===== src/rtl/core/csb_pkg.sv =====
`timescale 1ns / 1ps
// ----------------------------------------------------------------------------
// csb_pkg
// Types, field widths, register indexes and reset values of the clipped
// sprite blitter.
// ----------------------------------------------------------------------------
package csb_pkg;

   // Field widths
   localparam int COLOR_W     = 32;
   localparam int DST_ADDR_W  = 17;
   localparam int POS_W       = 12;
   localparam int SIZE_W      = 10;
   localparam int TEX_W       = 12;
   localparam int STRIDE_W    = 13;
   localparam int FLIP_W      = 2;
   localparam int CSR_INDEX_W = 3;
   localparam int CSR_DATA_W  = 13;

   // Internal widths of the clip math
   localparam int CLIP_W      = 14;  // signed edge arithmetic
   localparam int POS_U_W     = 11;  // clipped start column / row, 0..2047
   localparam int COORD_W     = 13;  // texture column / row, 0..5118
   localparam int SPAN_W      = 10;
   localparam int VIEW_W      = 12;  // view size up to 2048

   localparam logic [COLOR_W-1:0] ALPHA_MASK = 32'hff00_0000;

   // Reset values of the configuration registers
   localparam logic [SIZE_W-1:0]   SPRITE_SIZE_RST = 10'd16;
   localparam logic [STRIDE_W-1:0] SRC_STRIDE_RST  = 13'd320;

   // Flip bits
   localparam int FLIP_H_BIT = 0;
   localparam int FLIP_V_BIT = 1;

   typedef enum logic {
      OP_START = 1'b0,
      OP_PIXEL = 1'b1
   } opcode_type;

   typedef enum logic [CSR_INDEX_W-1:0] {
      REG_DEST_X        = 3'd0,
      REG_DEST_Y        = 3'd1,
      REG_SPRITE_WIDTH  = 3'd2,
      REG_SPRITE_HEIGHT = 3'd3,
      REG_TEX_X         = 3'd4,
      REG_TEX_Y         = 3'd5,
      REG_SRC_STRIDE    = 3'd6,
      REG_FLIP_MODE     = 3'd7
   } csr_index_type;

endpackage


===== src/rtl/core/clipped_sprite_blitter.sv =====
`timescale 1ns / 1ps
// ----------------------------------------------------------------------------
// clipped_sprite_blitter
// Sprite blit engine with view clipping and horizontal / vertical mirroring.
// A start transaction clips the sprite rectangle to the VIEW_COLS x VIEW_ROWS
// view and returns the first source and framebuffer addresses, or flags an
// empty blit. Each pixel transaction then brings the colors fetched at the
// last reported addresses and gets back the write address, the composed
// color (source when its alpha byte is nonzero, else destination) and the
// next addresses. The block takes one transaction per clock while the response
// side is not stalled. The input register loads at the accepting edge, then
// the clip register, then the response register, where the cursors advance.
// The start addresses use one 13x13 multiply for the source and one constant
// multiply for the framebuffer, both in the last stage. The user must write
// registers only while no transaction is in flight; the block itself does
// not enforce this, and a write may fall between the pixels of a running
// blit. src_stride and flip_mode are read live as the cursors step.
// ----------------------------------------------------------------------------
module clipped_sprite_blitter
   import csb_pkg::*;
#(
   parameter int VIEW_COLS     = 320,
   parameter int VIEW_ROWS     = 240,
   parameter int SRC_ADDR_BITS = 24
) (
   input  logic                     clock,
   input  logic                     reset,
   // configuration
   input  logic                     csr_wr_en,
   input  logic [CSR_INDEX_W-1:0]   csr_index,
   input  logic [CSR_DATA_W-1:0]    csr_wdata,
   // request channel
   input  logic                     req_valid,
   output logic                     req_ready,
   input  logic                     req_opcode,
   input  logic [COLOR_W-1:0]       req_src_color,
   input  logic [COLOR_W-1:0]       req_dst_color,
   // response channel
   output logic                     rsp_valid,
   input  logic                     rsp_ready,
   output logic [SRC_ADDR_BITS-1:0] rsp_next_src_addr,
   output logic [DST_ADDR_W-1:0]    rsp_next_dst_addr,
   output logic                     rsp_write_valid,
   output logic [DST_ADDR_W-1:0]    rsp_write_addr,
   output logic [COLOR_W-1:0]       rsp_write_color,
   output logic                     rsp_last_pixel,
   output logic                     rsp_empty_blit
);

   localparam int SA         = SRC_ADDR_BITS;
   localparam int PROD_W     = COORD_W + STRIDE_W;
   localparam int DST_PROD_W = POS_U_W + VIEW_W;

   localparam logic signed [CLIP_W-1:0] VIEW_COLS_S = CLIP_W'(VIEW_COLS);
   localparam logic signed [CLIP_W-1:0] VIEW_ROWS_S = CLIP_W'(VIEW_ROWS);
   localparam logic signed [CLIP_W-1:0] ONE_S       = CLIP_W'(1);
   localparam logic [DST_ADDR_W-1:0]    DST_ROW_STEP = DST_ADDR_W'(VIEW_COLS + 1);
   localparam logic [DST_PROD_W-1:0]    VIEW_COLS_P  = DST_PROD_W'(VIEW_COLS);
   localparam logic [SA-1:0]            SRC_ONE      = SA'(1);

   // Clip results carried with a transaction into the last stage
   typedef struct packed {
      logic                opcode;
      logic [COLOR_W-1:0]  src_color;
      logic [COLOR_W-1:0]  dst_color;
      logic                empty;
      logic [SPAN_W-1:0]   span_cols;
      logic [SPAN_W-1:0]   span_rows;
      logic [POS_U_W-1:0]  sx;
      logic [POS_U_W-1:0]  sy;
      logic [COORD_W-1:0]  col;
      logic [COORD_W-1:0]  row;
   } clip_type;

   // ---------------------------------------------------------------
   // Configuration registers
   // ---------------------------------------------------------------
   logic signed [POS_W-1:0] dest_x_ff, dest_y_ff;
   logic [SIZE_W-1:0]       sprite_width_ff, sprite_height_ff;
   logic [TEX_W-1:0]        tex_x_ff, tex_y_ff;
   logic [STRIDE_W-1:0]     src_stride_ff;
   logic [FLIP_W-1:0]       flip_mode_ff;

   always_ff @(posedge clock) begin
      if (reset) begin
         dest_x_ff        <= '0;
         dest_y_ff        <= '0;
         sprite_width_ff  <= SPRITE_SIZE_RST;
         sprite_height_ff <= SPRITE_SIZE_RST;
         tex_x_ff         <= '0;
         tex_y_ff         <= '0;
         src_stride_ff    <= SRC_STRIDE_RST;
         flip_mode_ff     <= '0;
      end else if (csr_wr_en) begin
         case (csr_index)
            REG_DEST_X:        dest_x_ff        <= csr_wdata[POS_W-1:0];
            REG_DEST_Y:        dest_y_ff        <= csr_wdata[POS_W-1:0];
            REG_SPRITE_WIDTH:  sprite_width_ff  <= csr_wdata[SIZE_W-1:0];
            REG_SPRITE_HEIGHT: sprite_height_ff <= csr_wdata[SIZE_W-1:0];
            REG_TEX_X:         tex_x_ff         <= csr_wdata[TEX_W-1:0];
            REG_TEX_Y:         tex_y_ff         <= csr_wdata[TEX_W-1:0];
            REG_SRC_STRIDE:    src_stride_ff    <= csr_wdata[STRIDE_W-1:0];
            REG_FLIP_MODE:     flip_mode_ff     <= csr_wdata[FLIP_W-1:0];
            default: ;
         endcase
      end
   end

   // ---------------------------------------------------------------
   // Pipeline flow control
   // ---------------------------------------------------------------
   logic s1_valid_ff, s2_valid_ff, rsp_valid_ff;
   logic out_en, s2_en, s1_en, fire;

   assign out_en    = !rsp_valid_ff || rsp_ready;
   assign s2_en     = !s2_valid_ff || out_en;
   assign s1_en     = !s1_valid_ff || s2_en;
   assign req_ready = s1_en;
   assign fire      = out_en && s2_valid_ff;

   always_ff @(posedge clock) begin
      if (reset) begin
         s1_valid_ff  <= 1'b0;
         s2_valid_ff  <= 1'b0;
         rsp_valid_ff <= 1'b0;
      end else begin
         if (s1_en)  s1_valid_ff  <= req_valid;
         if (s2_en)  s2_valid_ff  <= s1_valid_ff;
         if (out_en) rsp_valid_ff <= s2_valid_ff;
      end
   end

   // ---------------------------------------------------------------
   // Stage 1: input register
   // ---------------------------------------------------------------
   logic               s1_opcode_ff;
   logic [COLOR_W-1:0] s1_src_color_ff, s1_dst_color_ff;

   always_ff @(posedge clock) begin
      if (s1_en) begin
         s1_opcode_ff    <= req_opcode;
         s1_src_color_ff <= req_src_color;
         s1_dst_color_ff <= req_dst_color;
      end
   end

   // ---------------------------------------------------------------
   // Clip the sprite rectangle to the view
   // ---------------------------------------------------------------
   logic signed [CLIP_W-1:0] dx_s, dy_s, w_s, h_s, x_end_s, y_end_s;
   logic signed [CLIP_W-1:0] sx_s, sy_s, ex_s, ey_s, spx_s, spy_s;
   logic signed [CLIP_W-1:0] offx_s, offy_s, colx_s, rowy_s;
   clip_type                 s2_in, s2_ff;

   always_comb begin
      dx_s    = CLIP_W'(dest_x_ff);
      dy_s    = CLIP_W'(dest_y_ff);
      w_s     = $signed({{(CLIP_W-SIZE_W){1'b0}}, sprite_width_ff});
      h_s     = $signed({{(CLIP_W-SIZE_W){1'b0}}, sprite_height_ff});
      x_end_s = dx_s + w_s;
      y_end_s = dy_s + h_s;
      sx_s    = (dx_s > 0) ? dx_s : '0;
      sy_s    = (dy_s > 0) ? dy_s : '0;
      ex_s    = (x_end_s < VIEW_COLS_S) ? x_end_s : VIEW_COLS_S;
      ey_s    = (y_end_s < VIEW_ROWS_S) ? y_end_s : VIEW_ROWS_S;
      spx_s   = ex_s - sx_s;
      spy_s   = ey_s - sy_s;
      // sprite offset of the first visible pixel, mirrored if flipped
      offx_s  = sx_s - dx_s;
      offy_s  = sy_s - dy_s;
      colx_s  = flip_mode_ff[FLIP_H_BIT] ? (w_s - ONE_S - offx_s) : offx_s;
      rowy_s  = flip_mode_ff[FLIP_V_BIT] ? (h_s - ONE_S - offy_s) : offy_s;

      s2_in.opcode    = s1_opcode_ff;
      s2_in.src_color = s1_src_color_ff;
      s2_in.dst_color = s1_dst_color_ff;
      s2_in.empty     = (spx_s <= 0) || (spy_s <= 0);
      s2_in.span_cols = spx_s[SPAN_W-1:0];
      s2_in.span_rows = spy_s[SPAN_W-1:0];
      s2_in.sx        = sx_s[POS_U_W-1:0];
      s2_in.sy        = sy_s[POS_U_W-1:0];
      s2_in.col       = COORD_W'(colx_s[SIZE_W-1:0]) + COORD_W'(tex_x_ff);
      s2_in.row       = COORD_W'(rowy_s[SIZE_W-1:0]) + COORD_W'(tex_y_ff);
   end

   // Stage 2: clip register
   always_ff @(posedge clock) begin
      if (s2_en) begin
         s2_ff <= s2_in;
      end
   end

   // ---------------------------------------------------------------
   // Stage 3: start addresses
   // ---------------------------------------------------------------
   logic [PROD_W-1:0]     src_prod;
   logic [PROD_W:0]       src_sum;
   logic [SA-1:0]         src_start;
   logic [DST_PROD_W-1:0] dst_prod;
   logic [DST_ADDR_W-1:0] dst_start;

   assign src_prod  = PROD_W'(s2_ff.row) * PROD_W'(src_stride_ff);
   assign src_sum   = (PROD_W+1)'(src_prod) + (PROD_W+1)'(s2_ff.col);
   assign src_start = SA'(src_sum);
   assign dst_prod  = DST_PROD_W'(s2_ff.sy) * VIEW_COLS_P;
   assign dst_start = DST_ADDR_W'(dst_prod + DST_PROD_W'(s2_ff.sx));

   // ---------------------------------------------------------------
   // Stage 3: cursor state and response
   // ---------------------------------------------------------------
   logic [SPAN_W-1:0]     col_count_ff, col_count_in;
   logic [SPAN_W-1:0]     row_count_ff, row_count_in;
   logic [SPAN_W-1:0]     span_cols_ff, span_cols_in;
   logic [SPAN_W-1:0]     span_rows_ff, span_rows_in;
   logic [DST_ADDR_W-1:0] dst_cursor_ff, dst_cursor_in;
   logic [SA-1:0]         src_cursor_ff, src_cursor_in;
   logic [SA-1:0]         src_row_start_ff, src_row_start_in;
   logic                  busy_ff, busy_in;

   logic [SA-1:0]         rsp_next_src_ff, rsp_next_src_in;
   logic [DST_ADDR_W-1:0] rsp_next_dst_ff, rsp_next_dst_in;
   logic                  rsp_write_valid_ff, rsp_write_valid_in;
   logic [DST_ADDR_W-1:0] rsp_write_addr_ff, rsp_write_addr_in;
   logic [COLOR_W-1:0]    rsp_write_color_ff, rsp_write_color_in;
   logic                  rsp_last_ff, rsp_last_in;
   logic                  rsp_empty_ff, rsp_empty_in;

   logic [SPAN_W:0]       col_inc, row_inc;
   logic                  more_cols, last_row;
   logic [SA-1:0]         stride_ext, src_row_next;

   always_comb begin
      col_inc      = {1'b0, col_count_ff} + 1'b1;
      row_inc      = {1'b0, row_count_ff} + 1'b1;
      more_cols    = col_inc < {1'b0, span_cols_ff};
      last_row     = row_inc >= {1'b0, span_rows_ff};
      stride_ext   = SA'(src_stride_ff);
      src_row_next = flip_mode_ff[FLIP_V_BIT] ? (src_row_start_ff - stride_ext)
                                              : (src_row_start_ff + stride_ext);

      // hold by default
      col_count_in     = col_count_ff;
      row_count_in     = row_count_ff;
      span_cols_in     = span_cols_ff;
      span_rows_in     = span_rows_ff;
      dst_cursor_in    = dst_cursor_ff;
      src_cursor_in    = src_cursor_ff;
      src_row_start_in = src_row_start_ff;
      busy_in          = busy_ff;

      rsp_next_src_in    = src_cursor_ff;
      rsp_next_dst_in    = dst_cursor_ff;
      rsp_write_valid_in = 1'b0;
      rsp_write_addr_in  = '0;
      rsp_write_color_in = '0;
      rsp_last_in        = 1'b0;
      rsp_empty_in       = 1'b0;

      if (s2_ff.opcode == OP_START) begin
         col_count_in = '0;
         row_count_in = '0;
         if (s2_ff.empty) begin
            busy_in          = 1'b0;
            span_cols_in     = '0;
            span_rows_in     = '0;
            dst_cursor_in    = '0;
            src_cursor_in    = '0;
            src_row_start_in = '0;
            rsp_next_src_in  = '0;
            rsp_next_dst_in  = '0;
            rsp_empty_in     = 1'b1;
         end else begin
            busy_in          = 1'b1;
            span_cols_in     = s2_ff.span_cols;
            span_rows_in     = s2_ff.span_rows;
            dst_cursor_in    = dst_start;
            src_cursor_in    = src_start;
            src_row_start_in = src_start;
            rsp_next_src_in  = src_start;
            rsp_next_dst_in  = dst_start;
         end
      end else if (busy_ff) begin
         rsp_write_valid_in = 1'b1;
         rsp_write_addr_in  = dst_cursor_ff;
         rsp_write_color_in = ((s2_ff.src_color & ALPHA_MASK) != '0) ? s2_ff.src_color
                                                                    : s2_ff.dst_color;
         if (more_cols) begin
            // step along the row
            col_count_in  = col_inc[SPAN_W-1:0];
            src_cursor_in = flip_mode_ff[FLIP_H_BIT] ? (src_cursor_ff - SRC_ONE)
                                                     : (src_cursor_ff + SRC_ONE);
            dst_cursor_in = dst_cursor_ff + 1'b1;
         end else if (last_row) begin
            // final pixel of the blit
            col_count_in = '0;
            row_count_in = '0;
            busy_in      = 1'b0;
            rsp_last_in  = 1'b1;
         end else begin
            // wrap to the next row
            col_count_in     = '0;
            row_count_in     = row_inc[SPAN_W-1:0];
            src_row_start_in = src_row_next;
            src_cursor_in    = src_row_next;
            dst_cursor_in    = dst_cursor_ff + DST_ROW_STEP - DST_ADDR_W'(span_cols_ff);
         end
         rsp_next_src_in = rsp_last_in ? '0 : src_cursor_in;
         rsp_next_dst_in = rsp_last_in ? '0 : dst_cursor_in;
      end
   end

   // Cursor state
   always_ff @(posedge clock) begin
      if (reset) begin
         col_count_ff     <= '0;
         row_count_ff     <= '0;
         span_cols_ff     <= '0;
         span_rows_ff     <= '0;
         dst_cursor_ff    <= '0;
         src_cursor_ff    <= '0;
         src_row_start_ff <= '0;
         busy_ff          <= 1'b0;
      end else if (fire) begin
         col_count_ff     <= col_count_in;
         row_count_ff     <= row_count_in;
         span_cols_ff     <= span_cols_in;
         span_rows_ff     <= span_rows_in;
         dst_cursor_ff    <= dst_cursor_in;
         src_cursor_ff    <= src_cursor_in;
         src_row_start_ff <= src_row_start_in;
         busy_ff          <= busy_in;
      end
   end

   // Response register
   always_ff @(posedge clock) begin
      if (fire) begin
         rsp_next_src_ff    <= rsp_next_src_in;
         rsp_next_dst_ff    <= rsp_next_dst_in;
         rsp_write_valid_ff <= rsp_write_valid_in;
         rsp_write_addr_ff  <= rsp_write_addr_in;
         rsp_write_color_ff <= rsp_write_color_in;
         rsp_last_ff        <= rsp_last_in;
         rsp_empty_ff       <= rsp_empty_in;
      end
   end

   assign rsp_valid         = rsp_valid_ff;
   assign rsp_next_src_addr = rsp_next_src_ff;
   assign rsp_next_dst_addr = rsp_next_dst_ff;
   assign rsp_write_valid   = rsp_write_valid_ff;
   assign rsp_write_addr    = rsp_write_addr_ff;
   assign rsp_write_color   = rsp_write_color_ff;
   assign rsp_last_pixel    = rsp_last_ff;
   assign rsp_empty_blit    = rsp_empty_ff;

endmodule


===== config.mk =====
export PLATFORM = sky130hd
export DESIGN_NAME = clipped_sprite_blitter
export DESIGN_NICKNAME = d
export VERILOG_FILES = /design/src/rtl/core/csb_pkg.sv /design/src/rtl/core/clipped_sprite_blitter.sv
export SDC_FILE = /design/constraint.sdc
export NUM_CORES = 2
export LEC_CHECK = 0
export BUFFER_PORTS_ARGS = -buffer_cell sky130_fd_sc_hd__buf_4
export CAP_MARGIN = 10
export CORE_UTILIZATION = 53
export CTS_CLUSTER_DIAMETER = 120
export DETAILED_ROUTE_END_ITERATION = 10
export PLACE_DENSITY_LB_ADDON = 0.12
export SLEW_MARGIN = 20
export SYNTH_ARGS = -nofsm -noshare
export SYNTH_HDL_FRONTEND = slang
export SYNTH_SLANG_ARGS = --single-unit

===== constraint.sdc =====
create_clock -name clock -period 13 [get_ports clock]
set_input_delay 0.65 -clock clock [delete_from_list [all_inputs] [get_ports clock]]
set_output_delay 0.65 -clock clock [all_outputs]
set_load 0.01 [all_outputs]

==> flow_summary.toml <==
[critical_path]
worstPathRequired_ns = 13.32
reg2reg_slack_ns = 6.19
path_max_fanout = 13
crit_path_end_kind = "flip-flop"
cp-start-kind = "flip-flop"
critPathBufInv = 6
crit_type = "reg2reg"
cp_cell_sequence = "and2_1 -> fa_1 -> inv_1 -> fa_1 -> inv_1 -> fa_1 -> inv_1 -> fa_1 -> inv_1 -> fa_1 -> inv_1 -> fa_1 -> inv_1 -> ha_1 -> a21o_1 -> a221o_1 -> nand3_1 -> nand4b_1 -> a221o_1 -> a211oi_1 -> o21ai_1 -> xor2_1 -> nand2_1 -> o211ai_1"
max_stage_delay_ns = 0.59
critPathSlowestCell = "edfxtp_1"
path_delay_family = "adder cells"
cp_data_arrival_time_ns = 7.13

[sta]
worst_pin_slew_ns = 1.04
worst_hold_slack_ns = 0.178
final.setup.tns_ns = 0
slew_viol_final = 0
finalCriticalPeriod_ns = 6.81
fin_crit_sh_pct = 52.4
hold_viol_final = 0
rsz0062_at_grt = "no"
fin_skew_ns = 0.0600
fin_ws_ns = 6.19
relSlewSlack_pct = 30.7
fmax_ghz = 0.147
setup_viol = 0

[drt]
detail_route.first_pass.iterations = 9
routed_wl_um = 93800
drt_iter0_drc = 2032
wl_per_cell_um = 20.4
antenna_left = 0
detail_route.vias_per_cell = 5.86
drc = 0
num_vias = 26990

[synthesis]
synthFlopType = "edfxtp_1"
synth_area_leaders = "edfxtp_1, dfxtp_1, ha_1"
syn_area_um2 = 33400
synth_top_area_share_pct = 26.3
avgSynthCellArea_um2 = 9.20
synth_edf_count = 292
synth-seq-cells = 484
synth-seq-area-share_pct = 37.8
async_flop_share_pct = 0
ys_types = 85
yosysWarnings = 0
synth_cells = 3626
synth.largest_area_cell = "edfxtp_1"

[floorplan]
die_y_um = 253
initial_core_util_pct = 53.8
die_area_um2 = 63900
rows = 91
ios = 181
design.core.area_um2 = 61900
fp.dieW_um = 253

[pwr]
p_sw_share_pct = 27.3
pwr-share-comb_pct = 14.7
pwr-share-seq_pct = 43.9
power_mw = 3.98
cellPowerDensity_nw_per_um2 = 107
intPower_mw = 2.89
leakage_nw = 16.1
p_switching_mw = 1.09
p_clk_share_pct = 41.4
ir_worst_vdd_v = 0.000117

[grt]
grt_overflow = 0
grt_pass1_wl_um = 146000
grt_max_degree = 86
grt_pass1_vias = 26422
grt_antenna_before_repair = 0
grt_usage_pct = 29.3

[placed_design]
place_congestion = 0.955
dpl_cell_area_um2 = 35400
place_ws_ns = 6.21
portBuffers = 180
dp_hpwl_um = 69000
dp_cells = 4505

[clock_network]
clock_sinks = 484
insertion_delay_ns = 0.64
post-cts-setup-buffers = 0
clockBufferDepth = 3
cts_resized = 0
hold_buffers = 0
cts_root_buf = "clkbuf_16"
numCtsBuffers = 54
htreeDepth = 2
cts_tree = "built"
path_clk_slew_ns = 0.07

[job]
max_cap_viol_count = 0

[final_layout]
seq_area_um2 = 12600
area_growth_pct = 12.0
drive_above_1_share_pct = 8.97
design_area_um2 = 37300
multi_input_area_um2 = 19000
fin_cells = 4607
num-nets-final = 4237
fin_util_pct = 60.3
fillerInstances = 5388

[outcome]
status = "finished clean"

[min_path]
hp-class = "in2reg"
flip-flops by register name, summed over array words and instances (netlist names), 13 cells and up:
| name | flops |
|---|---|
| dst_cursor_ff | 17 |
| rsp_next_dst_addr | 17 |
| rsp_next_src_addr | 24 |
| rsp_write_addr | 17 |
| rsp_write_color | 32 |
| s1_dst_color_ff | 32 |
| s1_src_color_ff | 32 |
| s2_ff | 134 |
| src_cursor_ff | 24 |
| src_row_start_ff | 24 |
| src_stride_ff | 13 |
power groups by stage:
stage | Clock [mW] | Combinational (mW) | Sequential (mW)
finish | 1.65 | 0.586 | 1.75
floorplan | 0 | 0.398 | 1.76
detailed placement | 0 | 0.577 | 1.78
global route | 1.73 | 0.639 | 1.75
CTS | 1.67 | 0.580 | 1.75
global placement | 0 | 0.564 | 1.78
cell families (layout without fill, tap and decap cells):
| group | count (synthesis) | after routing | share of synthesized area [%] |
|---|---|---|---|
| simple gates | 1150 | 1150 | 15.7 |
| flops | 484 | 484 | 37.8 |
| buf+inv | 466 | 606 | 5.29 |
| compound gates | 883 | 883 | 16.3 |
| xor+xnor | 207 | 207 | 5.46 |
| other cells | 1 | 5 | 0.0112 |
| fa+ha+maj | 427 | 427 | 19.2 |
| mux | 8 | 8 | 0.240 |
path summary, 6_finish.rpt:
kind,from,end,cells past startpoint
max,s2_ff[5],rsp_next_src_addr[22],24
min,req_dst_color[19],s1_dst_color_ff[19],1
max reg2reg,s2_ff[5],rsp_next_src_addr[22],24
min reg2reg,s1_dst_color_ff[21],s2_ff[90],0
final cells by class:
| type | instances | share of cell area [%] |
|---|---|---|
| Multi-Input combinational cell | 2679 | 51.0 |
| Sequential cell | 484 | 33.8 |
| Clock buffer | 78 | 4.45 |
| Timing Repair Buffer | 209 | 4.20 |
| Inverter | 296 | 2.99 |
| Tap cell | 837 | 2.80 |
| Clock inverter | 23 | 0.788 |
| Antenna cell | 1 | 0.00670 |
metal layers:
| metal | vias up | global-route usage, % | share of wire [%] |
|---|---|---|---|
| li1 | 12776 | - | - |
| met1 | 13098 | 38.9 | 42 |
| met2 | 941 | 48.9 | 48 |
| met3 | 175 | 3.92 | 6.4 |
| met4 | 0 | 10.4 | 3.3 |
| met5 | - | 0 | 0 |
cells in the final DEF, fill, tap and decap left out, drive strengths merged, types with 38 or more instances in the layout:
| master | count |
|---|---|
| a21o | 55 |
| a21oi | 335 |
| a22oi | 38 |
| and2 | 94 |
| buf | 209 |
| clkbuf | 78 |
| dfxtp | 192 |
| edfxtp | 292 |
| fa | 142 |
| ha | 285 |
| inv | 297 |
| nand2 | 513 |
| nand3 | 71 |
| nor2 | 255 |
| nor3 | 41 |
| o21ai | 193 |
| xnor2 | 143 |
| xor2 | 64 |
Yosys cell counts (32+ instances only):
cell and instances:
ha_1 285, nand3_1 71, dfxtp_1 192, and2_1 94, a211oi_1 33, clkbuf_1 150, nor2b_1 36, inv_1 295
a21o_1 55, edfxtp_1 292, o21ai_0 184, a21oi_1 335, nor2_1 253, a22oi_1 38, o21a_1 34, nor3_1 40
xor2_1 64, nand2b_1 32, nand2_1 512, and3_1 35, xnor2_1 142, fa_1 142
Note: power is estimated with default switching activity, not from simulation.
